**config.mk**
```make
export PLATFORM = sky130hd
export DESIGN_NAME = genotype_row_qc_filter
export DESIGN_NICKNAME = d
export VERILOG_FILES = /design/src/sv/grq_pkg.sv /design/src/sv/grq_div.sv /design/src/sv/genotype_row_qc_filter.sv
export SDC_FILE = /design/constraint.sdc
export NUM_CORES = 1
export LEC_CHECK = 0
export BUFFER_PORTS_ARGS = -buffer_cell sky130_fd_sc_hd__buf_2
export CAP_MARGIN = 20
export CORE_MARGIN = 1.5
export CORE_UTILIZATION = 50
export CTS_CLUSTER_DIAMETER = 30
export CTS_CLUSTER_SIZE = 10
export DETAILED_ROUTE_END_ITERATION = 8
export GPL_TIMING_DRIVEN = 0
export PLACE_DENSITY = 0.69
export SETUP_SLACK_MARGIN = 0.02
export SLEW_MARGIN = 20
export SYNTH_ARGS = -nofsm -noshare
export SYNTH_HDL_FRONTEND = slang
export SYNTH_SLANG_ARGS = --single-unit
export TNS_END_PERCENT = 30
```
**constraint.sdc**
```tcl
create_clock -name i_clk -period 8.9 [get_ports i_clk]
set_clock_uncertainty 0.15 [all_clocks]
set_input_delay 0.445 -clock i_clk [delete_from_list [all_inputs] [get_ports i_clk]]
set_output_delay 0.445 -clock i_clk [all_outputs]
set_load 0.005 [all_outputs]
```
**src/sv/grq_pkg.sv**
```systemverilog
// Shared types, constants and helper functions for the genotype row QC filter.
// Used by grq_div, genotype_row_qc_filter and grq_chk; depends on nothing else.
package grq_pkg;

    // Sample counts and fixed-point formats
    localparam int unsigned C_MAX_SAMPLES = 4096;
    localparam int unsigned C_CNT_W       = 13;  // one class counter, 0..MAX_SAMPLES
    localparam int unsigned C_SUM_W       = 14;  // called count and alt allele count
    localparam int unsigned C_MAF_W       = 17;  // Q1.16 threshold, 65536 = 1.0
    localparam int unsigned C_FRAC_W      = 16;  // fraction bits of Q1.16 and Q2.16
    localparam int unsigned C_DOSE_W      = 18;  // Q2.16 fill dosage
    localparam int unsigned C_PROD_W      = 32;  // threshold times twice the called count

    // Divider: one quotient bit per cycle
    localparam int unsigned C_DIV_STEPS   = 18;
    localparam int unsigned C_STEP_W      = 5;

    // Genotype codes
    typedef logic [1:0] t_genotype;
    localparam t_genotype GT_HOM_REF = 2'd0;
    localparam t_genotype GT_HET     = 2'd1;
    localparam t_genotype GT_HOM_ALT = 2'd2;
    localparam t_genotype GT_MISSING = 2'd3;

    // Configuration register indexes
    typedef logic t_cfg_idx;
    localparam t_cfg_idx CFG_MAF_THR = 1'b0;
    localparam t_cfg_idx CFG_MA_THR  = 1'b1;

    // Row sequencer states
    typedef enum logic [1:0] {
        ST_COUNT,
        ST_CALC,
        ST_DIV,
        ST_EMIT
    } t_state;

    // Divider request and status
    typedef struct packed {
        logic               start;
        logic [C_SUM_W-1:0] num;
        logic [C_SUM_W-1:0] den;
    } t_div_ctl;

    typedef struct packed {
        logic                done;
        logic [C_DOSE_W-1:0] quot;
    } t_div_stat;

    // Saturating increment: a counter at MAX_SAMPLES has its top bit set
    function automatic logic [C_CNT_W-1:0] sat_inc(input logic [C_CNT_W-1:0] c);
        logic [C_CNT_W-1:0] r;
        r = c[C_CNT_W-1] ? c : c + C_CNT_W'(1);
        return r;
    endfunction

    // Cap a sum at MAX_SAMPLES for reporting
    function automatic logic [C_CNT_W-1:0] sat_cap(input logic [C_SUM_W-1:0] v);
        logic [C_CNT_W-1:0] r;
        r = (v > C_SUM_W'(C_MAX_SAMPLES)) ? C_CNT_W'(C_MAX_SAMPLES) : v[C_CNT_W-1:0];
        return r;
    endfunction

endpackage

```
**src/sv/grq_div.sv**
```systemverilog
// Radix-2 restoring divider: floor(num * 65536 / den), one quotient bit per cycle.
// Depends on grq_pkg. The quotient holds until the next start.
module grq_div (
    input  logic               i_clk,
    input  logic               i_rst_n,
    input  grq_pkg::t_div_ctl  i_ctl,
    output grq_pkg::t_div_stat o_stat
);

    logic [grq_pkg::C_SUM_W-1:0]  r_rem;
    logic [grq_pkg::C_SUM_W-1:0]  n_rem;
    logic [grq_pkg::C_DOSE_W-1:0] r_qn;
    logic [grq_pkg::C_DOSE_W-1:0] n_qn;
    logic [grq_pkg::C_SUM_W-1:0]  r_den;
    logic [grq_pkg::C_STEP_W-1:0] r_step;
    logic                         r_busy;
    logic                         r_done;
    logic [grq_pkg::C_SUM_W:0]    w_trial;
    logic [grq_pkg::C_SUM_W:0]    w_diff;
    logic                         w_fits;

    // Shared subtract-and-compare: one trial subtraction per cycle
    always_comb begin
        w_trial = {r_rem, r_qn[grq_pkg::C_DOSE_W-1]};
        w_diff  = w_trial - {1'b0, r_den};
        w_fits  = (w_trial >= {1'b0, r_den});
        n_rem   = w_fits ? w_diff[grq_pkg::C_SUM_W-1:0] : w_trial[grq_pkg::C_SUM_W-1:0];
        n_qn    = {r_qn[grq_pkg::C_DOSE_W-2:0], w_fits};
    end

    // Control: load on start, count down the steps, pulse done at the end
    always_ff @(posedge i_clk) begin
        if (!i_rst_n) begin
            r_busy <= 1'b0;
            r_done <= 1'b0;
            r_step <= '0;
        end else begin
            r_done <= r_busy && (r_step == grq_pkg::C_STEP_W'(1));
            if (i_ctl.start) begin
                r_busy <= 1'b1;
                r_step <= grq_pkg::C_STEP_W'(grq_pkg::C_DIV_STEPS);
            end else if (r_busy) begin
                r_step <= r_step - grq_pkg::C_STEP_W'(1);
                if (r_step == grq_pkg::C_STEP_W'(1)) begin
                    r_busy <= 1'b0;
                end
            end
        end
    end

    // Datapath: numerator is num << 16; its top bits start the remainder
    always_ff @(posedge i_clk) begin
        if (i_ctl.start) begin
            r_rem <= {2'b00, i_ctl.num[grq_pkg::C_SUM_W-1:2]};
            r_qn  <= {i_ctl.num[1:0], {grq_pkg::C_FRAC_W{1'b0}}};
            r_den <= i_ctl.den;
        end else if (r_busy) begin
            r_rem <= n_rem;
            r_qn  <= n_qn;
        end
    end

    assign o_stat.done = r_done;
    assign o_stat.quot = r_qn;

endmodule

```
**src/sv/genotype_row_qc_filter.sv**
```systemverilog
// Top level of the genotype row QC filter: class counters, row sequencer, verdict.
// Depends on grq_pkg and grq_div.
//
//  channel   direction  handshake                  payload
//  input     in         i_valid / o_stall          i_genotype, i_last_sample
//  result    out        o_valid / i_stall          o_keep, o_has_missing, o_fill_dosage,
//                                                  o_minor_allele_samples, o_called_samples
//  config    in         i_cfg_valid / o_cfg_ready  i_cfg_index, i_cfg_data
//
// A sample that does not end its row does not stall the input; one transfer per cycle is possible.
// A row-ending sample stalls the input until the result register is loaded: ST_CALC forms
// the sums and the threshold product and starts the one-bit-per-cycle divider, ST_DIV waits
// for the divider to finish the fill dosage while the verdict settles, and ST_EMIT loads
// the result register. The next sample transfers once the sequencer is back in ST_COUNT.
// A stalled result holds in the output register; the verdict waits for it to drain.
// Synchronous reset clears the counters, thresholds, sequencer state and the result valid flag.
module genotype_row_qc_filter (
    input  logic                          i_clk,
    input  logic                          i_rst_n,
    input  logic                          i_valid,
    output logic                          o_stall,
    input  logic [1:0]                    i_genotype,
    input  logic                          i_last_sample,
    output logic                          o_valid,
    input  logic                          i_stall,
    output logic                          o_keep,
    output logic                          o_has_missing,
    output logic [grq_pkg::C_DOSE_W-1:0]  o_fill_dosage,
    output logic [grq_pkg::C_CNT_W-1:0]   o_minor_allele_samples,
    output logic [grq_pkg::C_CNT_W-1:0]   o_called_samples,
    input  logic                          i_cfg_valid,
    output logic                          o_cfg_ready,
    input  logic                          i_cfg_index,
    input  logic [grq_pkg::C_MAF_W-1:0]   i_cfg_data
);

    grq_pkg::t_state              r_state;
    grq_pkg::t_state              n_state;

    logic [grq_pkg::C_MAF_W-1:0]  r_maf_thr;
    logic [grq_pkg::C_CNT_W-1:0]  r_ma_thr;

    logic [grq_pkg::C_CNT_W-1:0]  r_cnt_ref;
    logic [grq_pkg::C_CNT_W-1:0]  r_cnt_het;
    logic [grq_pkg::C_CNT_W-1:0]  r_cnt_alt;
    logic                         r_missing;
    logic [grq_pkg::C_CNT_W-1:0]  n_cnt_ref;
    logic [grq_pkg::C_CNT_W-1:0]  n_cnt_het;
    logic [grq_pkg::C_CNT_W-1:0]  n_cnt_alt;
    logic                         n_missing;

    logic [grq_pkg::C_CNT_W-1:0]  r_snap_ref;
    logic [grq_pkg::C_CNT_W-1:0]  r_snap_het;
    logic [grq_pkg::C_CNT_W-1:0]  r_snap_alt;
    logic                         r_snap_missing;

    logic [grq_pkg::C_SUM_W-1:0]  w_n;
    logic [grq_pkg::C_SUM_W-1:0]  w_alt;
    logic [grq_pkg::C_SUM_W:0]    w_two_n;
    logic [grq_pkg::C_SUM_W:0]    w_ref_alleles;
    logic [grq_pkg::C_SUM_W-1:0]  w_minor_alt;
    logic [grq_pkg::C_CNT_W-1:0]  w_hmin;
    logic [grq_pkg::C_SUM_W-1:0]  w_minor_s;

    logic [grq_pkg::C_SUM_W-1:0]  r_n;
    logic [grq_pkg::C_SUM_W-1:0]  r_minor_alt;
    logic [grq_pkg::C_SUM_W-1:0]  r_minor_s;
    logic [grq_pkg::C_PROD_W-1:0] r_prod;
    logic                         r_keep_pend;

    logic                         w_in_xfer;
    logic                         w_out_xfer;
    logic                         w_load_out;
    logic                         w_row_end;

    grq_pkg::t_div_ctl            w_div_ctl;
    grq_pkg::t_div_stat           w_div_stat;

    logic                         r_valid;
    logic                         r_keep;
    logic                         r_has_missing;
    logic [grq_pkg::C_DOSE_W-1:0] r_fill_dosage;
    logic [grq_pkg::C_CNT_W-1:0]  r_ma_samples;
    logic [grq_pkg::C_CNT_W-1:0]  r_called;

    // Handshakes
    assign o_stall     = (r_state != grq_pkg::ST_COUNT);
    assign o_cfg_ready = 1'b1;
    assign w_in_xfer   = i_valid && !o_stall;
    assign w_out_xfer  = r_valid && !i_stall;
    assign w_row_end   = w_in_xfer && i_last_sample;
    assign w_load_out  = (r_state == grq_pkg::ST_EMIT) && (!r_valid || w_out_xfer);

    // Configuration registers
    always_ff @(posedge i_clk) begin
        if (!i_rst_n) begin
            r_maf_thr <= '0;
            r_ma_thr  <= '0;
        end else if (i_cfg_valid && o_cfg_ready) begin
            case (i_cfg_index)
                grq_pkg::CFG_MAF_THR: r_maf_thr <= i_cfg_data;
                grq_pkg::CFG_MA_THR:  r_ma_thr  <= i_cfg_data[grq_pkg::C_CNT_W-1:0];
                default:              r_maf_thr <= r_maf_thr;
            endcase
        end
    end

    // Count the incoming sample into its class
    always_comb begin
        n_cnt_ref = r_cnt_ref;
        n_cnt_het = r_cnt_het;
        n_cnt_alt = r_cnt_alt;
        n_missing = r_missing;
        case (i_genotype)
            grq_pkg::GT_HOM_REF: n_cnt_ref = grq_pkg::sat_inc(r_cnt_ref);
            grq_pkg::GT_HET:     n_cnt_het = grq_pkg::sat_inc(r_cnt_het);
            grq_pkg::GT_HOM_ALT: n_cnt_alt = grq_pkg::sat_inc(r_cnt_alt);
            default:             n_missing = 1'b1;
        endcase
    end

    // Advance the counters; clear them at row end
    always_ff @(posedge i_clk) begin
        if (!i_rst_n) begin
            r_cnt_ref <= '0;
            r_cnt_het <= '0;
            r_cnt_alt <= '0;
            r_missing <= 1'b0;
        end else if (w_row_end) begin
            r_cnt_ref <= '0;
            r_cnt_het <= '0;
            r_cnt_alt <= '0;
            r_missing <= 1'b0;
        end else if (w_in_xfer) begin
            r_cnt_ref <= n_cnt_ref;
            r_cnt_het <= n_cnt_het;
            r_cnt_alt <= n_cnt_alt;
            r_missing <= n_missing;
        end
    end

    // Capture the finished row's counts
    always_ff @(posedge i_clk) begin
        if (w_row_end) begin
            r_snap_ref     <= n_cnt_ref;
            r_snap_het     <= n_cnt_het;
            r_snap_alt     <= n_cnt_alt;
            r_snap_missing <= n_missing;
        end
    end

    // Row sums from the captured counts
    always_comb begin
        w_n           = grq_pkg::C_SUM_W'(r_snap_ref) + grq_pkg::C_SUM_W'(r_snap_het)
                      + grq_pkg::C_SUM_W'(r_snap_alt);
        w_alt         = grq_pkg::C_SUM_W'(r_snap_het) + {r_snap_alt, 1'b0};
        w_two_n       = {w_n, 1'b0};
        w_ref_alleles = w_two_n - {1'b0, w_alt};
        w_minor_alt   = (w_alt < w_ref_alleles[grq_pkg::C_SUM_W-1:0]
                         && !w_ref_alleles[grq_pkg::C_SUM_W])
                      ? w_alt : w_ref_alleles[grq_pkg::C_SUM_W-1:0];
        w_hmin        = (r_snap_ref < r_snap_alt) ? r_snap_ref : r_snap_alt;
        w_minor_s     = grq_pkg::C_SUM_W'(r_snap_het) + grq_pkg::C_SUM_W'(w_hmin);
    end

    // Register the sums and the threshold product
    always_ff @(posedge i_clk) begin
        if (r_state == grq_pkg::ST_CALC) begin
            r_n         <= w_n;
            r_minor_alt <= w_minor_alt;
            r_minor_s   <= w_minor_s;
            r_prod      <= grq_pkg::C_PROD_W'(r_maf_thr * w_two_n);
        end
    end

    // Settle the verdict while the divider runs
    always_ff @(posedge i_clk) begin
        if (r_state == grq_pkg::ST_DIV) begin
            r_keep_pend <= (r_n != '0)
                && (grq_pkg::C_PROD_W'({r_minor_alt, {grq_pkg::C_FRAC_W{1'b0}}}) >= r_prod)
                && (r_minor_s >= grq_pkg::C_SUM_W'(r_ma_thr));
        end
    end

    // Fill dosage: alt alleles * 65536 / called samples
    assign w_div_ctl.start = (r_state == grq_pkg::ST_CALC);
    assign w_div_ctl.num   = w_alt;
    assign w_div_ctl.den   = w_n;

    grq_div u_div (
        .i_clk   (i_clk),
        .i_rst_n (i_rst_n),
        .i_ctl   (w_div_ctl),
        .o_stat  (w_div_stat)
    );

    // Sequencer state register
    always_ff @(posedge i_clk) begin
        if (!i_rst_n) begin
            r_state <= grq_pkg::ST_COUNT;
        end else begin
            r_state <= n_state;
        end
    end

    // Sequencer next state
    always_comb begin
        n_state = r_state;
        case (r_state)
            grq_pkg::ST_COUNT: if (w_row_end) n_state = grq_pkg::ST_CALC;
            grq_pkg::ST_CALC:  n_state = grq_pkg::ST_DIV;
            grq_pkg::ST_DIV:   if (w_div_stat.done) n_state = grq_pkg::ST_EMIT;
            grq_pkg::ST_EMIT:  if (w_load_out) n_state = grq_pkg::ST_COUNT;
            default:           n_state = grq_pkg::ST_COUNT;
        endcase
    end

    // Output register: load the verdict, drop valid on transfer
    always_ff @(posedge i_clk) begin
        if (!i_rst_n) begin
            r_valid <= 1'b0;
        end else if (w_load_out) begin
            r_valid <= 1'b1;
        end else if (w_out_xfer) begin
            r_valid <= 1'b0;
        end
    end

    always_ff @(posedge i_clk) begin
        if (w_load_out) begin
            r_keep        <= r_keep_pend;
            r_has_missing <= r_snap_missing;
            r_fill_dosage <= (r_n != '0) ? w_div_stat.quot : '0;
            r_ma_samples  <= grq_pkg::sat_cap(r_minor_s);
            r_called      <= grq_pkg::sat_cap(r_n);
        end
    end

    assign o_valid                = r_valid;
    assign o_keep                 = r_keep;
    assign o_has_missing          = r_has_missing;
    assign o_fill_dosage          = r_fill_dosage;
    assign o_minor_allele_samples = r_ma_samples;
    assign o_called_samples       = r_called;

endmodule

```
Word level (Yosys, flattened, before mapping) --
Cells that the tools add are included.
Operators by class: add/subtract/negate cells 10, multiply operators 1, div/mod/pow operators 0, magnitude comparators 7, equal/unequal tests 9, shifts and indexed selects 0, muxes and demuxes 25, bitwise operators 2, reduce and logical (&&, ||, !) cells 25
Operators with widths (number):
- $mux W13 | 7
- $add A13 B1 Y13 const B | 3
- $mux W18 | 2
- $ge A30 B32 Y1 | 1
- $mul A17 B14 Y31 | 1
- $add A13 B13 Y14 | 2
- $gt A14 B13 Y1 const B | 2
- $mux W14 | 2
- $mux W12 | 2
- $ge A15 B14 Y1 | 1
- $sub A15 B14 Y15 | 1
- $add A13 B14 Y14 | 1
- $add A14 B13 Y14 | 1
- $ge A14 B13 Y1 | 1
- $lt A14 B14 Y1 | 1
- $reduce_bool A14 Y1 | 1
- $sub A14 B14 Y14 | 1
- $lt A13 B13 Y1 | 1
- $mux W5 | 2
- $logic_and A1 B1 Y1 | 8
- $pmux W2 S4 | 1
- $eq A2 B2 Y1 const B | 3
- $mux W1 | 6
- $mux W2 | 3
- other kinds (14) | 25
Word-level totals: bits in registers 272, latch bits 0, bits in writable memories 0, ROM bits 0, input bits 26, output and inout bits 49, memories kept 0

Depth between registers and ports, before layout --
depth after elaboration 6, mapped depth 31, depth with buffers taken out 30

Modules after synthesis --
Synthesis repeated with hierarchy kept, for this count alone.
Unflattened totals: cell total of the unflattened synthesis 2286, area, all modules 23237.3 µm²
Modules (own cells, without submodules):
- genotype_row_qc_filter | times used 1, cells an instance 1990, area an instance 20214.4 µm², seq. area each 6266.0 µm²
- grq_div | times used 1, cells an instance 296, area an instance 3022.9 µm², seq. area each 1341.3 µm²

Least setup slack after synthesis --
No wires, ideal clock.
path kind reg-to-reg, from reg r_snap_het[1] in the netlist's numbering, to reg r_prod[29] in the netlist's numbering (data pin), data arrival time 8267 ps, setup slack 218 ps, cell stages (with the launch flop) 31, buffers on the path 1, clock period less this slack 8682 ps, cells stage by stage edfxtp_1 fa_1 ha_1 fa_1 a211oi_1 nor2_2 o41ai_2 o21ba_2 o21bai_1 a21oi_1 xnor2_1 clkbuf_1 nand2_1 fa_1 fa_1 inv_1 fa_1 fa_1 fa_1 inv_1 fa_1 inv_1 ha_1 a21o_1 a21o_1 a221o_1 a211oi_1 o21ai_0 o31ai_1 o21ai_0 xor2_1
RTL lines:
- start, declared | RTL line genotype_row_qc_filter.sv:53 | logic [grq_pkg::C_CNT_W-1:0] r_snap_het;
- start signal, assigned | RTL line genotype_row_qc_filter.sv:146 | r_snap_het <= n_cnt_het;
- end signal, assigned | RTL line genotype_row_qc_filter.sv:172 | r_prod <= grq_pkg::C_PROD_W'(r_maf_thr * w_two_n);
- end, declared | RTL line genotype_row_qc_filter.sv:68 | logic [grq_pkg::C_PROD_W-1:0] r_prod;

==> flow_summary_export.csv <==
group,metric,value,unit
final_layout,nets,2878,
critical_path,slowest_delay,0.57,ns
logic_synthesis,yosysTopAreaCell,"edfxtp_1",
logic_synthesis,ys_types,70,
clock_tree,clock_path_buffers,3,
route,postRouteAntennaNets,0,
logic_synthesis,yosysSeqAreaShare,31.8,%
sta,slew_headroom,24.6,%
critical_path,cp-start-kind,"flop",
route,drt_iter0_drc,1091,
sta,tightest_slew,1.12,ns
sta,timing.final.crit_share,97.1,%
logic_synthesis,ys_top_cells_by_count,"inv_1, nand2_1, ha_1, fa_1, edfxtp_1",
logic_synthesis,async_reset_ff_share,0,%
logic_synthesis,yosysMostFrequentCell,"inv_1",
logic_synthesis,ys.flop_type,"edfxtp_1",
logic_synthesis,synth-edff-count,174,
placed_design,gp_congestion,0.933,
critical_path,cp-end-kind,"flop",
critical_path,slowest_stage,"fa_1",
logic_synthesis,synth_seq_cells,272,
route,num_vias,16900,
logic_synthesis,syn-cell-area,0.0226,mm2
sta,post-route-min-period,8.64,ns
logic_synthesis,synth_top_area_share,23.1,%
sta,rsz0062_at_grt,"true",
critical_path,crit_type,"reg2reg",
placed_design,dpl.hpwl,43.2,mm
clock_tree,clk_pin_slew_worst_paths,0.05,ns
critical_path,path_max_fanout,5,
grt,overflow,0,
grt,grt_start_max_net_pins,60,
clock_tree,cts_buffers,58,
run_status,status,"finished clean",
sta,finalMaxSlewViolations,0,
final_layout,diodes,0,
sta,setup_viol,0,
route,totalWireLength,56.6,mm
die,die_w,216,um
final_layout,fillers,3618,
sta,tns,0,ns
route,viasPerCell,5.48,
logic_synthesis,synthesis.instances,2266,
grt,grt_pass1_wl,90.0,mm
power,power.density,402,mW/mm2
placed_design,io_buffers,72,
logic_synthesis,syn_avg_cell_area,9.96,um2
flow_run,drv_cap,0,
die,dieArea,0.0464,mm2
clock_tree,clkLatencyLatePin,0.60,ns
die,core_area,0.0444,mm2
route,wl_per_cell,18.4,um
power,p_leak,12.1,nW
logic_synthesis,synthTopCellsByArea,"edfxtp_1, fa_1, ha_1",
logic_synthesis,ys_warn_count,0,
final_layout,drive_above_1_share,12.1,%
clock_tree,clock-sinks,272,
die,dieHeight,216,um
die,ioPinCount,75,
critical_path,cp_data_required_time,9.07,ns
critical_path,cpMostUsedCell,"fa_1",
die,row_count,77,
critical_path,arrival,8.82,ns
route,drc,0,
clock_tree,cts_root_buf,"clkbuf_16",
grt,antenna_found_initial,0,
sta,max_freq,0.116,GHz
die,initial_core_util,50.8,%
hold_path,holdCritPathClass,"in2reg",
clock_tree,htreeDepth,2,
clock_tree,cts_tree,"done",
final_layout,area_growth,17.8,%
logic_synthesis,synth_fp_nets,2706,
power,vdd_drop_max,0.246,mV
route,first_pass_iters,6,
grt,grt_pass1_vias,17400,
sta,finalHoldViolCount,0,
final_layout,finish.utilization,59.9,%
grt,grt_usage,24.7,%
-- layer usage --
metal,GRT usage [%],wire [um],vias to the layer above
met5,0,0,-
met4,11.2,2650,0
met3,3.23,2980,135
met2,41.9,27300,495
met1,31.5,23700,8297
li1,-,-,7947
-- kinds of logic after synthesis --
| family | after synthesis | share of synthesized area, % |
|---|---|---|
| AO/OA/AOI/OAI | 324 | 9.39 |
| XOR/XNOR | 146 | 5.70 |
| adder cells (fa/ha/maj) | 414 | 29.4 |
| buffers and inverters | 362 | 6.09 |
| flip-flops | 272 | 31.8 |
| multiplexers | 64 | 2.95 |
| other | 1 | 0.0166 |
| AND/OR/NAND/NOR | 683 | 14.6 |
-- cell usage in the layout (no fill, tap or decap), drive strengths merged, types with 8 or more instances in the layout --
cell,count
a21o,46
mux2i,44
buf,115
nor2,114
and2,135
xnor2,79
a211oi,13
nand3,31
nand2b,12
o21a,15
clkbuf,133
nand2,273
bufinv,8
inv,294
xor2,67
fa,194
nand4,22
nor3,25
edfxtp,174
mux2,20
and3,10
clkinv,19
a21boi,34
o21ai,60
o31ai,10
dlygate4sd3,11
a21oi,92
dfxtp,98
o21bai,15
ha,220
nor2b,13
nor4,12
-- worst paths after layout --
kind	start	endpoint	slack [ns]	cells after the start
setup / recovery	r_snap_alt[1]	r_prod[31]	0.26	29
hold / removal	i_cfg_data[11]	r_maf_thr[11]	0.03	3
setup reg to reg	r_snap_alt[1]	r_prod[31]	0.26	29
hold reg to reg	r_keep_pend	o_keep	0.27	0
-- critical path: cells and delay by family (launching register included) --
family / cells / cell delay (ns)
adder cells (fa/ha/maj): 10 / 4.53
AO/OA/AOI/OAI: 10 / 2.18
flip-flops: 1 / 0.51
AND/OR/NAND/NOR: 4 / 0.50
buffers and inverters: 3 / 0.27
XOR/XNOR: 2 / 0.21
-- repair_timing --
action                                  4_1_cts  5_1_grt
pin swaps                                     9       23
hold endpoints to repair                     13        0
hold buffers                                 11        0
buffers inserted                             15       11
endpoints found under the setup margin       16       13
gates resized for setup                      46       44
-- metrics by stage --
stage               std cells  setup WS, ns  hold slack [ns]  area [um2]  power (mW)
floorplan                2266         0.218            0.250       22600        6.26
global placement         2930         -1.41            0.262       23700        7.71
detailed placement       2933         -1.41            0.264       23800        7.93
CTS                      3069       -0.0174           0.0118       26400        10.5
global route             3080       -0.0766           0.0185       26600        11.5
finish                   3080         0.256           0.0304       26600        10.7
-- sequential cells by signal, summed over array words and instances (netlist names), 2 cells and up --
name                    count
r_snap_ref                 13
u_div.r_rem                14
r_maf_thr                  17
r_cnt_ref                  13
u_div.r_qn                 18
r_cnt_alt                  13
r_snap_het                 13
u_div.r_step                5
o_called_samples           13
o_fill_dosage              18
o_minor_allele_samples     13
r_ma_thr                   13
r_minor_alt                14
r_state                     2
u_div.r_den                14
r_prod                     31
r_minor_s                  14
r_cnt_het                  13
r_snap_alt                 13
-- layout make-up --
class	count	area [um2]	share of cell area [%]
Tap cell	592	741	2.78
Clock buffer	69	1550	5.84
Clock inverter	41	517	1.94
Inverter	284	1070	4.01
Multi-Input combinational cell	1632	14400	54.1
Timing Repair Buffer	112	741	2.78
Sequential cell	272	7190	27.0
Buffer	78	394	1.48
-- where the power goes --
group	switching, mW	internal (mW)	leakage [nW]	total, mW
clock	0.742	1.49	1.00	2.23
sequential	0.196	1.90	2.43	2.10
combinational	3.82	2.55	8.67	6.37
Power figures use the tool's default switching activity.
